--- src/rtl/mck_pkg.sv ---
// ----------------------------------------------------------------------------
// mck_pkg
// shared types, constants and the morse code table of the character keyer
// ----------------------------------------------------------------------------
package mck_pkg;

    localparam int CHAR_W     = 8;
    localparam int DOT_W      = 11;
    localparam int DUR_W      = 13;
    localparam int LEN_W      = 3;
    localparam int PAT_W      = 7;
    localparam int CNT_W      = 4;
    localparam int DOTS_W     = 3;
    localparam int PROD_W     = DOT_W + DOTS_W;
    localparam int TABLE_N    = 65;
    localparam int IDX_W      = 7;
    localparam int QUEUE_AW   = 1;
    localparam int QUEUE_DEPTH = 2 ** QUEUE_AW;

    localparam logic [DOT_W-1:0]  DOT_RESET  = DOT_W'(240);
    localparam logic [DUR_W-1:0]  DUR_MAX    = '1;
    localparam logic [CHAR_W-1:0] CH_FIRST   = 8'd32;
    localparam logic [CHAR_W-1:0] CH_LAST    = 8'd96;
    localparam logic [CHAR_W-1:0] CH_SPACE   = 8'd32;
    localparam logic [CHAR_W-1:0] CH_OPEN    = 8'd60;
    localparam logic [CHAR_W-1:0] CH_CLOSE   = 8'd62;
    localparam logic [CHAR_W-1:0] CH_LOWER_A = 8'd97;
    localparam logic [CHAR_W-1:0] CH_LOWER_Z = 8'd122;
    localparam logic [CHAR_W-1:0] CASE_FOLD  = 8'd32;

    localparam logic [DOTS_W-1:0] DOTS_DOT      = 3'd1;
    localparam logic [DOTS_W-1:0] DOTS_DASH     = 3'd3;
    localparam logic [DOTS_W-1:0] DOTS_GAP      = 3'd2;
    localparam logic [DOTS_W-1:0] DOTS_WORD     = 3'd4;
    localparam logic [DOTS_W-1:0] DOTS_WORD_PRO = 3'd6;

    typedef enum logic [1:0] {
        K_LETTER,
        K_SPACE,
        K_CLOSE,
        K_BAD
    } t_kind;

    // one queued command, already classified
    typedef struct packed {
        t_kind              kind;
        logic               prosign;
        logic [LEN_W-1:0]   len;
        logic [PAT_W-1:0]   pattern;
        logic [CNT_W-1:0]   count;
    } t_cmd;

    // element count per code, 32..96
    localparam logic [LEN_W-1:0] CODE_LEN [TABLE_N] = '{
        3'd0, 3'd6, 3'd6, 3'd0, 3'd7, 3'd0, 3'd5, 3'd6,
        3'd5, 3'd6, 3'd0, 3'd5, 3'd6, 3'd5, 3'd6, 3'd5,
        3'd5, 3'd5, 3'd5, 3'd5, 3'd5, 3'd5, 3'd5, 3'd5,
        3'd5, 3'd5, 3'd6, 3'd6, 3'd0, 3'd5, 3'd0, 3'd6,
        3'd6, 3'd2, 3'd4, 3'd4, 3'd3, 3'd1, 3'd4, 3'd3,
        3'd4, 3'd2, 3'd4, 3'd3, 3'd4, 3'd2, 3'd2, 3'd3,
        3'd4, 3'd4, 3'd3, 3'd3, 3'd1, 3'd3, 3'd4, 3'd3,
        3'd4, 3'd4, 3'd4, 3'd5, 3'd5, 3'd6, 3'd0, 3'd6,
        3'd6
    };

    // dash pattern, first element in the highest used bit
    localparam logic [PAT_W-1:0] CODE_PAT [TABLE_N] = '{
        7'd0,  7'd43, 7'd18, 7'd0,  7'd9,  7'd0,  7'd8,  7'd30,
        7'd22, 7'd45, 7'd0,  7'd10, 7'd51, 7'd17, 7'd21, 7'd18,
        7'd31, 7'd15, 7'd7,  7'd3,  7'd1,  7'd0,  7'd16, 7'd24,
        7'd28, 7'd30, 7'd56, 7'd42, 7'd0,  7'd17, 7'd0,  7'd12,
        7'd26, 7'd1,  7'd8,  7'd10, 7'd4,  7'd0,  7'd2,  7'd6,
        7'd0,  7'd0,  7'd7,  7'd5,  7'd4,  7'd3,  7'd2,  7'd7,
        7'd6,  7'd13, 7'd2,  7'd0,  7'd1,  7'd1,  7'd1,  7'd3,
        7'd9,  7'd11, 7'd12, 7'd22, 7'd18, 7'd45, 7'd0,  7'd13,
        7'd30
    };

endpackage

--- src/rtl/mck_front.sv ---
// ----------------------------------------------------------------------------
// mck_front
// accepts character items, folds case, classifies them and queues commands
// ----------------------------------------------------------------------------
module mck_front (
    input  logic                        i_clk,
    input  logic                        i_rst_n,
    input  logic                        i_in_valid,
    output logic                        o_in_stall,
    input  logic [mck_pkg::CHAR_W-1:0]  i_char_code,
    input  logic                        i_q_full,
    output logic                        o_q_push,
    output mck_pkg::t_cmd               o_q_cmd
);

    logic                           r_prosign;
    logic                           n_prosign;
    logic                           accept;
    logic [mck_pkg::CHAR_W-1:0]     ch;
    logic [mck_pkg::IDX_W-1:0]      idx;
    logic [mck_pkg::LEN_W-1:0]      len;
    logic [mck_pkg::CNT_W-1:0]      two_len;
    logic                           in_table;

    assign o_in_stall = i_q_full;
    assign accept     = i_in_valid && !i_q_full;

    always_comb begin
        if (i_char_code >= mck_pkg::CH_LOWER_A && i_char_code <= mck_pkg::CH_LOWER_Z) begin
            ch = i_char_code - mck_pkg::CASE_FOLD;
        end else begin
            ch = i_char_code;
        end
    end

    assign in_table = (ch >= mck_pkg::CH_FIRST) && (ch <= mck_pkg::CH_LAST);
    assign idx      = mck_pkg::IDX_W'(ch - mck_pkg::CH_FIRST);
    assign len      = in_table ? mck_pkg::CODE_LEN[idx] : '0;
    assign two_len  = {len, 1'b0};

    always_comb begin
        n_prosign         = r_prosign;
        o_q_push          = 1'b0;
        o_q_cmd.kind      = mck_pkg::K_LETTER;
        o_q_cmd.prosign   = r_prosign;
        o_q_cmd.len       = len;
        o_q_cmd.pattern   = in_table ? mck_pkg::CODE_PAT[idx] : '0;
        o_q_cmd.count     = r_prosign ? two_len : two_len + 1'b1;
        priority if (!in_table) begin
            o_q_cmd.kind  = mck_pkg::K_BAD;
            o_q_cmd.count = mck_pkg::CNT_W'(1);
            o_q_push      = accept;
        end else if (ch == mck_pkg::CH_OPEN) begin
            // prosign entry only changes the spacing and queues nothing
            n_prosign     = accept ? 1'b1 : r_prosign;
        end else if (ch == mck_pkg::CH_CLOSE) begin
            o_q_cmd.kind  = mck_pkg::K_CLOSE;
            o_q_cmd.count = r_prosign ? mck_pkg::CNT_W'(1) : '0;
            o_q_push      = accept;
            n_prosign     = accept ? 1'b0 : r_prosign;
        end else if (ch == mck_pkg::CH_SPACE) begin
            o_q_cmd.kind  = mck_pkg::K_SPACE;
            o_q_cmd.count = mck_pkg::CNT_W'(1);
            o_q_push      = accept;
        end else begin
            o_q_push      = accept;
        end
    end

    always_ff @(posedge i_clk) begin
        if (!i_rst_n) begin
            r_prosign <= 1'b0;
        end else begin
            r_prosign <= n_prosign;
        end
    end

endmodule

--- src/rtl/mck_queue.sv ---
// ----------------------------------------------------------------------------
// mck_queue
// short command queue between the front and the back
// ----------------------------------------------------------------------------
module mck_queue (
    input  logic            i_clk,
    input  logic            i_rst_n,
    input  logic            i_push,
    input  mck_pkg::t_cmd   i_cmd,
    input  logic            i_pop,
    output mck_pkg::t_cmd   o_cmd,
    output logic            o_full,
    output logic            o_empty
);

    mck_pkg::t_cmd                  r_mem [mck_pkg::QUEUE_DEPTH];
    logic [mck_pkg::QUEUE_AW-1:0]   r_wr;
    logic [mck_pkg::QUEUE_AW-1:0]   r_rd;
    logic [mck_pkg::QUEUE_AW:0]     r_cnt;
    logic                           do_push;
    logic                           do_pop;

    assign o_full  = (r_cnt == (mck_pkg::QUEUE_AW+1)'(mck_pkg::QUEUE_DEPTH));
    assign o_empty = (r_cnt == '0);
    assign do_push = i_push && !o_full;
    assign do_pop  = i_pop && !o_empty;
    assign o_cmd   = r_mem[r_rd];

    always_ff @(posedge i_clk) begin
        if (do_push) begin
            r_mem[r_wr] <= i_cmd;
        end
    end

    always_ff @(posedge i_clk) begin
        if (!i_rst_n) begin
            r_wr  <= '0;
            r_rd  <= '0;
            r_cnt <= '0;
        end else begin
            if (do_push) begin
                r_wr <= r_wr + 1'b1;
            end
            if (do_pop) begin
                r_rd <= r_rd + 1'b1;
            end
            r_cnt <= r_cnt + (mck_pkg::QUEUE_AW+1)'(do_push)
                           - (mck_pkg::QUEUE_AW+1)'(do_pop);
        end
    end

endmodule

--- src/rtl/mck_back.sv ---
// ----------------------------------------------------------------------------
// mck_back
// steps through a queued command and emits one key segment per cycle while the output is not stalled
// ----------------------------------------------------------------------------
module mck_back (
    input  logic                        i_clk,
    input  logic                        i_rst_n,
    input  logic [mck_pkg::DOT_W-1:0]   i_dot_time,
    input  mck_pkg::t_cmd               i_q_cmd,
    input  logic                        i_q_empty,
    output logic                        o_q_pop,
    output logic                        o_out_valid,
    input  logic                        i_out_stall,
    output logic                        o_key_on,
    output logic [mck_pkg::DUR_W-1:0]   o_duration_ms,
    output logic                        o_bad_char,
    output logic                        o_last
);

    logic                           r_busy;
    mck_pkg::t_cmd                  r_cmd;
    logic [mck_pkg::CNT_W-1:0]      r_step;
    logic                           r_out_valid;
    logic                           r_key_on;
    logic [mck_pkg::DUR_W-1:0]      r_duration;
    logic                           r_bad;
    logic                           r_last;

    logic                           slot_free;
    logic                           advance;
    logic                           drop;
    logic [mck_pkg::CNT_W-1:0]      two_len;
    logic [mck_pkg::LEN_W-1:0]      elem;
    logic [mck_pkg::LEN_W-1:0]      bit_sel;
    logic                           is_gap;
    logic                           seg_on;
    logic [mck_pkg::DOTS_W-1:0]     dots;
    logic [mck_pkg::PROD_W-1:0]     prod;
    logic [mck_pkg::DUR_W-1:0]      dur;

    assign slot_free = !r_out_valid || !i_out_stall;
    assign advance   = r_busy && slot_free;
    assign o_q_pop   = !r_busy && !i_q_empty;
    // nothing to send when the command has no segments or the dot time is zero
    assign drop      = (i_q_cmd.count == '0)
                    || (i_q_cmd.kind != mck_pkg::K_BAD && i_dot_time == '0);

    assign two_len = {r_cmd.len, 1'b0};
    assign elem    = r_step[mck_pkg::CNT_W-1:1];
    assign bit_sel = r_cmd.len - 1'b1 - elem;
    assign is_gap  = (r_step == two_len);

    always_comb begin
        seg_on = 1'b0;
        unique case (r_cmd.kind)
            mck_pkg::K_LETTER: begin
                seg_on = !is_gap && !r_step[0];
                if (is_gap) begin
                    dots = mck_pkg::DOTS_GAP;
                end else if (r_step[0]) begin
                    dots = mck_pkg::DOTS_DOT;
                end else begin
                    dots = r_cmd.pattern[bit_sel] ? mck_pkg::DOTS_DASH : mck_pkg::DOTS_DOT;
                end
            end
            mck_pkg::K_SPACE: begin
                dots = r_cmd.prosign ? mck_pkg::DOTS_WORD_PRO : mck_pkg::DOTS_WORD;
            end
            mck_pkg::K_CLOSE: begin
                dots = mck_pkg::DOTS_GAP;
            end
            mck_pkg::K_BAD: begin
                dots = '0;
            end
        endcase
    end

    assign prod = mck_pkg::PROD_W'(dots) * mck_pkg::PROD_W'(i_dot_time);
    assign dur  = (prod > mck_pkg::PROD_W'(mck_pkg::DUR_MAX)) ? mck_pkg::DUR_MAX
                                                               : prod[mck_pkg::DUR_W-1:0];

    always_ff @(posedge i_clk) begin
        if (!i_rst_n) begin
            r_busy      <= 1'b0;
            r_out_valid <= 1'b0;
        end else begin
            if (o_q_pop) begin
                r_cmd  <= i_q_cmd;
                r_step <= '0;
                r_busy <= !drop;
            end else if (advance) begin
                r_step <= r_step + 1'b1;
                if (r_step == r_cmd.count - 1'b1) begin
                    r_busy <= 1'b0;
                end
            end
            if (advance) begin
                r_out_valid <= 1'b1;
                r_key_on    <= seg_on;
                r_duration  <= dur;
                r_bad       <= (r_cmd.kind == mck_pkg::K_BAD);
                r_last      <= (r_step == r_cmd.count - 1'b1);
            end else if (!i_out_stall) begin
                r_out_valid <= 1'b0;
            end
        end
    end

    assign o_out_valid   = r_out_valid;
    assign o_key_on      = r_key_on;
    assign o_duration_ms = r_duration;
    assign o_bad_char    = r_bad;
    assign o_last        = r_last;

endmodule

--- src/rtl/morse_character_keyer_top.sv ---
// ----------------------------------------------------------------------------
// morse_character_keyer_top
// morse keyer: turns character items into timed key segments
// ----------------------------------------------------------------------------
// input channel: i_in_valid / o_in_stall carry one character byte per item;
// lower case is folded, unknown bytes give one result flagged bad_char.
// output channel: o_out_valid / i_out_stall carry one key segment per item,
// key level plus length in ms, with last set on the final segment of a
// character. '<' gives no segments and only switches to prosign spacing.
// config: i_cfg_valid / o_cfg_ready write the dot time in ms; ready is
// always high, and writes belong to idle periods.
// timing: a taken character is written into the command queue, popped into
// the back end, and the segment sequencer there registers its segments at
// the output one after another, holding while i_out_stall is set.
// a two-entry command queue lets the front take further characters while
// the back is busy or held by i_out_stall; a held segment stays unchanged.
// reset clears the queue, the output register and prosign mode, and
// reloads the dot time with 240 ms.
// ----------------------------------------------------------------------------
module morse_character_keyer_top (
    input  logic                        i_clk,
    input  logic                        i_rst_n,
    input  logic                        i_in_valid,
    output logic                        o_in_stall,
    input  logic [mck_pkg::CHAR_W-1:0]  i_char_code,
    output logic                        o_out_valid,
    input  logic                        i_out_stall,
    output logic                        o_key_on,
    output logic [mck_pkg::DUR_W-1:0]   o_duration_ms,
    output logic                        o_bad_char,
    output logic                        o_last,
    input  logic                        i_cfg_valid,
    output logic                        o_cfg_ready,
    input  logic [mck_pkg::DOT_W-1:0]   i_cfg_dot_time_ms
);

    logic [mck_pkg::DOT_W-1:0]  r_dot_time;
    logic                       q_push;
    logic                       q_pop;
    logic                       q_full;
    logic                       q_empty;
    mck_pkg::t_cmd              q_in;
    mck_pkg::t_cmd              q_out;

    assign o_cfg_ready = 1'b1;

    always_ff @(posedge i_clk) begin
        if (!i_rst_n) begin
            r_dot_time <= mck_pkg::DOT_RESET;
        end else if (i_cfg_valid && o_cfg_ready) begin
            r_dot_time <= i_cfg_dot_time_ms;
        end
    end

    mck_front u_front (
        .i_clk       (i_clk),
        .i_rst_n     (i_rst_n),
        .i_in_valid  (i_in_valid),
        .o_in_stall  (o_in_stall),
        .i_char_code (i_char_code),
        .i_q_full    (q_full),
        .o_q_push    (q_push),
        .o_q_cmd     (q_in)
    );

    mck_queue u_queue (
        .i_clk   (i_clk),
        .i_rst_n (i_rst_n),
        .i_push  (q_push),
        .i_cmd   (q_in),
        .i_pop   (q_pop),
        .o_cmd   (q_out),
        .o_full  (q_full),
        .o_empty (q_empty)
    );

    mck_back u_back (
        .i_clk         (i_clk),
        .i_rst_n       (i_rst_n),
        .i_dot_time    (r_dot_time),
        .i_q_cmd       (q_out),
        .i_q_empty     (q_empty),
        .o_q_pop       (q_pop),
        .o_out_valid   (o_out_valid),
        .i_out_stall   (i_out_stall),
        .o_key_on      (o_key_on),
        .o_duration_ms (o_duration_ms),
        .o_bad_char    (o_bad_char),
        .o_last        (o_last)
    );

endmodule

--- config.mk ---
export PLATFORM = sky130hd
export DESIGN_NAME = morse_character_keyer_top
export DESIGN_NICKNAME = d
export VERILOG_FILES = /design/src/rtl/mck_pkg.sv /design/src/rtl/mck_front.sv /design/src/rtl/mck_queue.sv /design/src/rtl/mck_back.sv /design/src/rtl/morse_character_keyer_top.sv
export SDC_FILE = /design/constraint.sdc
export NUM_CORES = 1
export LEC_CHECK = 0
export BUFFER_PORTS_ARGS = -buffer_cell sky130_fd_sc_hd__buf_2
export CAP_MARGIN = 20
export CORE_MARGIN = 3
export CORE_UTILIZATION = 50
export CTS_CLUSTER_SIZE = 10
export DETAILED_ROUTE_END_ITERATION = 12
export PLACE_DENSITY = 0.77
export SLEW_MARGIN = 25
export SYNTH_ARGS = -nofsm -noshare
export SYNTH_HDL_FRONTEND = slang
export SYNTH_SLANG_ARGS = --single-unit
export TNS_END_PERCENT = 5
--- constraint.sdc ---
create_clock -name i_clk -period 8.1 [get_ports i_clk]
set_input_delay 0.81 -clock i_clk [delete_from_list [all_inputs] [get_ports i_clk]]
set_output_delay 0.81 -clock i_clk [all_outputs]
set_load 0.03 [all_outputs]
==> flow_metrics.env, run 1 <==
export IMPL_slew_violations=0
export IMPL_power_frac_seq=0.413
export IMPL_worstPathRequired_ns=8.18
export IMPL_htree_levels=3
export IMPL_cp_cell_sequence="inv_1, ha_1, fa_1, xor3_1, or3_1, a21o_1, a22oi_1, nand2_1, fa_1, inv_1, ha_1, a21o_1, a21oi_1, o21ai_0, a41oi_1, o2111ai_1"
export IMPL_fin_nets=625
export IMPL_max_freq_mhz=183
export IMPL_gr_usage_all_layers=0.176
export IMPL_cts_max_path_buffers=2
export IMPL_drt_total_wl_um=11000
export IMPL_regToRegSetupSlack_ns=2.62
export IMPL_clock_sinks=87
export IMPL_insertion_delay_ns=0.37
export IMPL_syn_cell_area_um2=5590
export IMPL_max_cap_viol_count=0
export IMPL_yosys_area_share_simple=0.162
export IMPL_critPathLaunchType="flop"
export IMPL_drtIter0Drc=186
export IMPL_synth_commonest_cells="edfxtp_1, nand2_1, inv_1, a21oi_1, ha_1"
export IMPL_netlist_instances=538
export IMPL_power_switching_share=0.356
export IMPL_fillers=867
export IMPL_p_int_uw=1020
export IMPL_placementRows=37
export IMPL_synth_seq_area_share=0.433
export IMPL_crit_start="u_back.r_step[1]"
export IMPL_synth_mux_area_frac=0.0881
export IMPL_status="finished clean"
export IMPL_area_growth_pct=8.88
export IMPL_clock_skew_ns=0.0125
export IMPL_yosysMostFrequentCell="edfxtp_1"
export IMPL_power_frac_clock=0.207
export IMPL_drive_gt1_frac=0.165
export IMPL_synth_edf_count=68
export IMPL_p_comb_frac=0.380
export IMPL_synth_compound_area_share=0.134
export IMPL_synthArstFlopShare=0
export IMPL_crit_end="u_back.o_duration_ms[7]"
export IMPL_reg2reg_depth=16
export IMPL_yosysTopAreaCell="edfxtp_1"
export IMPL_gp_congestion=0.884
export IMPL_fin_crit_ns=5.48
export IMPL_slew_headroom=0.424
export IMPL_core_area_um2=10600
export IMPL_diodes=0
export IMPL_worst_ir_drop_vdd_v=0.000151
export IMPL_io_buffers=41
export IMPL_synth_fa_ha_area_frac=0.0998
export IMPL_grt_pass1_wl_um=18100
export IMPL_worstSetupPathType="flop to flop"
export IMPL_cts_root_buf="clkbuf_8"
export IMPL_rsz0062_at_grt="no"
export IMPL_finalSetupViolCount=0
export IMPL_synth_top_family_by_area="simple AND/OR/NAND/NOR gates"
export IMPL_worst_slew_pin_slew_ns=0.853
export IMPL_die_y_um=112
export IMPL_slowest_delay_ns=0.79
export IMPL_ant_nets=0
export IMPL_avgSynthCellArea_um2=10.4
export IMPL_num_vias=3984
export IMPL_crit_path_end_kind="flop"
export IMPL_drt_first_pass_iters=5
export IMPL_die_area_um2=12500
export IMPL_p_leak_uw=0.00252
export IMPL_ys_warn_count=0
export IMPL_initial_utilization=0.528
export IMPL_drc=0
export IMPL_wl_per_cell_um=15.6
export IMPL_syn_num_nets=600
export IMPL_setup_tns_ns=0
export IMPL_synth_xor_area_frac=0.0324
export IMPL_dp_final_hpwl_um=7990
export IMPL_powerDensity_nw_per_um2=260
export IMPL_clk_pin_slew_ns=0.09
export IMPL_synthTopCellsByArea="edfxtp_1, dfxtp_1, ha_1"
export IMPL_overflow=0
export IMPL_dieWidth_um=112
export IMPL_slowest_stage="a41oi_1"
export IMPL_cts_made_buffers=9
export IMPL_design_area_um2=6090
export IMPL_grt_antenna_before_repair=0
export IMPL_r2r_start="u_back.r_step[1]"
export IMPL_power_switching_uw=562
export IMPL_synth_cell_type_count=62
export IMPL_ios=43
export IMPL_synth_ff_type="edfxtp_1"
export IMPL_min_path_type="flop to flop"
export IMPL_postCtsSetupBuffers=0
export IMPL_cts_tree="yes"
export IMPL_arrival_ns=5.55
export IMPL_synth_top_area_frac=0.365
export IMPL_ys_seq_elements=87
export IMPL_grt_start_max_net_pins=50
export IMPL_placedInstanceArea_um2=5850
export IMPL_r2r_end="u_back.o_duration_ms[7]"
export IMPL_period_share=0.676
export IMPL_viasPerCell=5.66
export IMPL_cts_resized=0
export IMPL_grt_pass1_vias=3875
export IMPL_cts_hold_buf=0
export IMPL_hold_violations=0
export IMPL_critical_path_max_fanout=12
critical path: cells and delay by family (launching register included):
family,cells,cell delay (ns)
flip-flops,1,0.42
AND/OR/NAND/NOR,2,0.49
adder cells (fa/ha/maj),4,1.47
buffers and inverters,2,0.14
AO/OA/AOI/OAI,7,2.48
XOR/XNOR,1,0.21
power groups by stage:
stage / clock (µW) / sequential [µW] / combinational [µW]
finish: 328 / 653 / 600
global route: 353 / 661 / 674
CTS: 333 / 653 / 603
detailed placement: 0 / 663 / 591
global placement: 0 / 659 / 569
floorplan: 0 / 670 / 452
cells in the final DEF (no fill, tap or decap), drive strengths merged, types with 5 or more instances in the layout:
cell	netlist	routed
o31ai	6	6
xor2	5	5
nand2b	13	13
nand3	11	11
xnor2	13	13
a31oi	7	7
a21oi	30	30
nor4	7	7
mux2	21	21
edfxtp	68	68
nand2	58	58
and2	20	20
nor2b	20	20
o21ai	20	20
nor2	13	13
fa	11	11
ha	27	27
nand4	5	5
inv	38	41
clkbuf	14	13
mux2i	20	20
dfxtp	19	19
a21o	8	8
a211oi	6	6
nor3	13	13
buf	15	43
flip-flops by register name (all words and copies together), names as in the netlist, named ones only:
name / count
u_back.o_bad_char: 1
u_queue.r_wr: 1
u_queue.r_mem: 32
u_back.o_duration_ms: 13
u_queue.r_cnt: 2
u_queue.r_rd: 1
u_back.o_key_on: 1
u_front.r_prosign: 1
u_back.r_busy: 1
u_back.o_out_valid: 1
u_back.o_last: 1
u_back.r_step: 4
u_back.r_cmd: 16
r_dot_time: 11
per-layer routing:
| metal | track usage | routed length [µm] | vias up |
|---|---|---|---|
| met5 | 0 | 0 | - |
| met1 | 0.214 | 4650 | 1878 |
| met4 | 0.0649 | 212 | 0 |
| met2 | 0.310 | 5610 | 104 |
| met3 | 0.0348 | 485 | 17 |
| li1 | - | - | 1985 |
stage by stage:
step,setup WS [ns],hold WS [ns],utilization,total power [µW],instances
after CTS,2.61,0.521,0.573,1590,704
final,2.62,0.520,0.574,1580,704
after floorplan,3.61,0.468,-,1120,538
after global placement,2.92,0.492,0.552,1230,688
after global routing,2.22,0.532,0.574,1690,704
after detailed placement,2.65,0.500,0.552,1250,688
how the worst min path moves through the flow:
stage                                 to  depth (start not counted)         startpoint
CTS                 u_queue.r_mem[0][14]                          0  u_front.r_prosign
detailed placement  u_queue.r_mem[0][14]                          0  u_front.r_prosign
floorplan           u_queue.r_mem[0][14]                          0  u_front.r_prosign
global placement    u_queue.r_mem[1][14]                          0  u_front.r_prosign
global route        u_queue.r_mem[0][14]                          0  u_front.r_prosign
finish              u_queue.r_mem[0][14]                          0  u_front.r_prosign
layout make-up:
type	instances	area, µm²	share of cell area
clock buffers	13	203	0.0333
clock inverters	3	26.3	0.00431
inverters	38	143	0.0234
multi-input cells	384	2910	0.477
flip-flops and latches	87	2420	0.398
well taps	136	170	0.0279
repair buffers	43	220	0.0362
cell families (layout without fill, tap and decap cells):
family	after synthesis	count (layout)
adders and majority gates	38	38
AOI/OAI and AO/OA	111	111
and+or+nand+nor	172	172
DFF	87	87
muxes	43	43
other	1	1
buffers and inverters	67	97
xor gates and xnor gates	19	19
(Power assumes the default switching activity.)
==> inputs of run 2 (changes only) <==
--- a/config.mk
+++ b/config.mk
@@ -5,6 +5,7 @@
 export SDC_FILE = /design/constraint.sdc
 export NUM_CORES = 1
 export LEC_CHECK = 0
+export ABC_AREA = 1
 export BUFFER_PORTS_ARGS = -buffer_cell sky130_fd_sc_hd__buf_2
 export CAP_MARGIN = 20
 export CORE_MARGIN = 3
==> constraint.sdc (replaced) <==
create_clock -name i_clk -period 5.3 [get_ports i_clk]
set_input_delay 0.53 -clock i_clk [delete_from_list [all_inputs] [get_ports i_clk]]
set_output_delay 0.53 -clock i_clk [all_outputs]
set_load 0.03 [all_outputs]
==> run 2 against run 1 <==
Effect of this change: clock-buffer cell count decreased by 4; setup slack got worse by 2.0 ns; wire length increased by 0.10%; final area decreased by 3.1%; non-clock buffer count increased by 1; clock skew increased by 0.0078 ns; total power increased by 47%; critical path type unchanged; critical endpoint is now u_back.o_duration_ms[0].
==> flow_metrics.env, run 2 <==
export IMPL_initial_utilization=0.518
export IMPL_reg2reg_depth=22
export IMPL_critPathLaunchType="flop"
export IMPL_dieWidth_um=110
export IMPL_drc=0
export IMPL_yosysTopAreaCell="edfxtp_1"
export IMPL_whs_endpoint="r_dot_time[4]"
export IMPL_core_area_um2=10400
export IMPL_regToRegSetupSlack_ns=0.57
export IMPL_placed_cells=770
export IMPL_cts_tree="yes"
export IMPL_htree_levels=3
export IMPL_synthTopCellsByArea="edfxtp_1, nand2_1, dfxtp_1"
export IMPL_wl_per_cell_um=13.9
export IMPL_drt_first_pass_iters=7
export IMPL_clock_skew_ns=0.0203
export IMPL_ant_nets=0
export IMPL_p_int_uw=1440
export IMPL_synth_mux_area_frac=0.0292
export IMPL_placementRows=37
export IMPL_rsz0062_at_grt="no"
export IMPL_io_buffers=41
export IMPL_viasPerCell=5.33
export IMPL_fin_nets=707
export IMPL_synth_seq_area_share=0.449
export IMPL_worstPathRequired_ns=5.38
export IMPL_yosys_area_share_simple=0.206
export IMPL_whs_path_depth=3
export IMPL_synthArstFlopShare=0
export IMPL_drtIter0Drc=321
export IMPL_worst_ir_drop_vdd_v=0.000253
export IMPL_crit_start="u_back.r_step[1]"
export IMPL_p_leak_uw=0.00260
export IMPL_hold_start="i_cfg_dot_time_ms[4]"
export IMPL_postCtsSetupBuffers=0
export IMPL_grt_pass1_vias=3917
export IMPL_r2r_start="u_back.r_step[1]"
export IMPL_top_register="u_queue.r_mem"
export IMPL_cts_root_buf="clkbuf_8"
export IMPL_period_share=0.892
export IMPL_power_switching_share=0.382
export IMPL_syn_num_nets=668
export IMPL_grt_pass1_wl_um=18100
export IMPL_powerDensity_nw_per_um2=395
export IMPL_slew_violations=0
export IMPL_hold_violations=0
export IMPL_finalNonFillerCells=786
export IMPL_cts_resized=0
export IMPL_drt_total_wl_um=11000
export IMPL_dp_final_hpwl_um=8570
export IMPL_clk_pin_slew_ns=0.11
export IMPL_grt_start_max_net_pins=21
export IMPL_num_vias=4193
export IMPL_synth_fa_ha_area_frac=0.103
export IMPL_r2r_end="u_back.o_duration_ms[0]"
export IMPL_area_growth_pct=9.42
export IMPL_cts_hold_buf=0
export IMPL_synth_xor_area_frac=0.0227
export IMPL_synth_ff_type="edfxtp_1"
export IMPL_die_area_um2=12100
export IMPL_finalSetupViolCount=0
export IMPL_fin_crit_ns=4.73
export IMPL_max_cap_viol_count=0
export IMPL_gp_congestion=0.962
export IMPL_syn_cell_area_um2=5400
export IMPL_grt_antenna_before_repair=0
export IMPL_cts_made_buffers=9
export IMPL_avgSynthCellArea_um2=8.90
export IMPL_drive_gt1_frac=0.152
export IMPL_synth_edf_count=68
export IMPL_synth_cell_type_count=49
export IMPL_arrival_ns=4.81
export IMPL_status="finished clean"
export IMPL_power_frac_seq=0.431
export IMPL_netlist_instances=606
export IMPL_slew_headroom=0.508
export IMPL_crit_path_end_kind="flop"
export IMPL_synth_top_area_frac=0.378
export IMPL_worstSetupPathType="flop to flop"
export IMPL_p_comb_frac=0.376
export IMPL_critical_path_max_fanout=13
export IMPL_ys_warn_count=0
export IMPL_overflow=0
export IMPL_layout_common_cells="nand2_1, inv_1, edfxtp_1, nor2_1, o21ai_0"
export IMPL_worst_slew_pin_slew_ns=0.736
export IMPL_synth_top_family_by_area="simple AND/OR/NAND/NOR gates"
export IMPL_max_freq_mhz=212
export IMPL_power_frac_clock=0.193
export IMPL_ios=43
export IMPL_min_path_type="input port to flop"
export IMPL_gr_usage_all_layers=0.191
export IMPL_die_y_um=110
export IMPL_synth_compound_area_share=0.115
export IMPL_ys_seq_elements=87
export IMPL_insertion_delay_ns=0.36
export IMPL_clock_sinks=87
export IMPL_fillers=921
export IMPL_synth_commonest_cells="nand2_1, inv_1, edfxtp_1, nor2_1, o21ai_0"
export IMPL_power_switching_uw=891
export IMPL_cts_max_path_buffers=2
export IMPL_yosysMostFrequentCell="nand2_1"
export IMPL_setup_tns_ns=0
export IMPL_largest_reg_flops=32
export IMPL_final_common_cell="nand2_1"
export IMPL_diodes=0
run 2: cell count changes after synthesis, sizes merged, moves of 13 or more:
cell / previous run / this run
and2: 20 / 0
inv: 38 / 81
mux2i: 20 / 0
nand2: 58 / 120
nand2b: 13 / 0
nand3: 11 / 44
nor2: 13 / 60
nor2b: 20 / 0
o21ai: 20 / 48
run 2: kinds of logic (layout without fill, tap and decap cells):
family / count (synthesis) / count (layout)
xor gates and xnor gates: 14 / 14
adders and majority gates: 38 / 38
AOI/OAI and AO/OA: 108 / 108
muxes: 14 / 14
and+or+nand+nor: 245 / 245
other: 1 / 1
DFF: 87 / 87
buffers and inverters: 99 / 143
run 2: layout make-up:
class | instances | area [µm²] | area share
clock inverter | 7 | 68.8 | 0.0117
clock buffer | 9 | 124 | 0.0210
sequential | 87 | 2420 | 0.410
timing repair buffer | 44 | 228 | 0.0386
tap | 136 | 170 | 0.0288
multi-input combinational | 420 | 2580 | 0.437
inverter | 83 | 312 | 0.0528
run 2: layer usage:
| layer | track usage | routed length (µm) | vias to the layer above | share of wire |
|---|---|---|---|---|
| li1 | - | - | 2125 | - |
| met1 | 0.253 | 4880 | 1924 | 0.45 |
| met2 | 0.314 | 5250 | 123 | 0.48 |
| met3 | 0.0370 | 592 | 21 | 0.054 |
| met4 | 0.0623 | 244 | 0 | 0.022 |
| met5 | 0 | 0 | - | 0 |
run 2: worst max path at each step:
stage / cells past startpoint / end / slack, ns
after floorplan: 23 / u_back.o_duration_ms[10] / 1.36
after global placement: 22 / u_back.o_duration_ms[0] / 0.84
after detailed placement: 22 / u_back.o_duration_ms[0] / 0.58
after CTS: 22 / u_back.o_duration_ms[0] / 0.56
after global routing: 22 / u_back.o_duration_ms[0] / 0.04
final: 22 / u_back.o_duration_ms[0] / 0.57
run 2: power by group through the flow:
stage	Clock (µW)	Combinational, µW	Sequential, µW
after detailed placement	0	872	1020
after CTS	460	881	1010
after floorplan	0	637	1040
final	450	876	1010
after global routing	498	998	1020
after global placement	0	839	1020
run 2: per-stage QoR:
stage / utilization / total power, µW / area [µm²] / hold WS, ns / setup WS [ns]
5_1_grt: 0.567 / 2510 / 5900 / 0.351 / 0.0390
4_1_cts: 0.567 / 2350 / 5900 / 0.367 / 0.564
2_1_floorplan: - / 1680 / 5400 / 0.422 / 1.36
3_5_place_dp: 0.548 / 1890 / 5710 / 0.450 / 0.579
3_3_place_gp: 0.548 / 1850 / 5710 / 0.435 / 0.841
6_report: 0.567 / 2330 / 5900 / 0.378 / 0.574
run 2: worst max-delay path, cell delays in order, from the launching register on:
cell      delay, ns
edfxtp_1       0.41
inv_1          0.07
ha_1           0.21
fa_1           0.46
inv_1          0.08
o21ai_0        0.07
o221ai_1       0.22
nand3_1        0.14
nand2_1        0.25
nand3_1        0.16
fa_1           0.54
inv_1          0.04
ha_1           0.36
nand3_1        0.11
nand3_1        0.11
nand2_1        0.08
nand2_1        0.04
o21ai_0        0.12
o21ai_1        0.14
nand2_1        0.11
nor2_1         0.04
nor2_1         0.51
o21ai_0        0.20
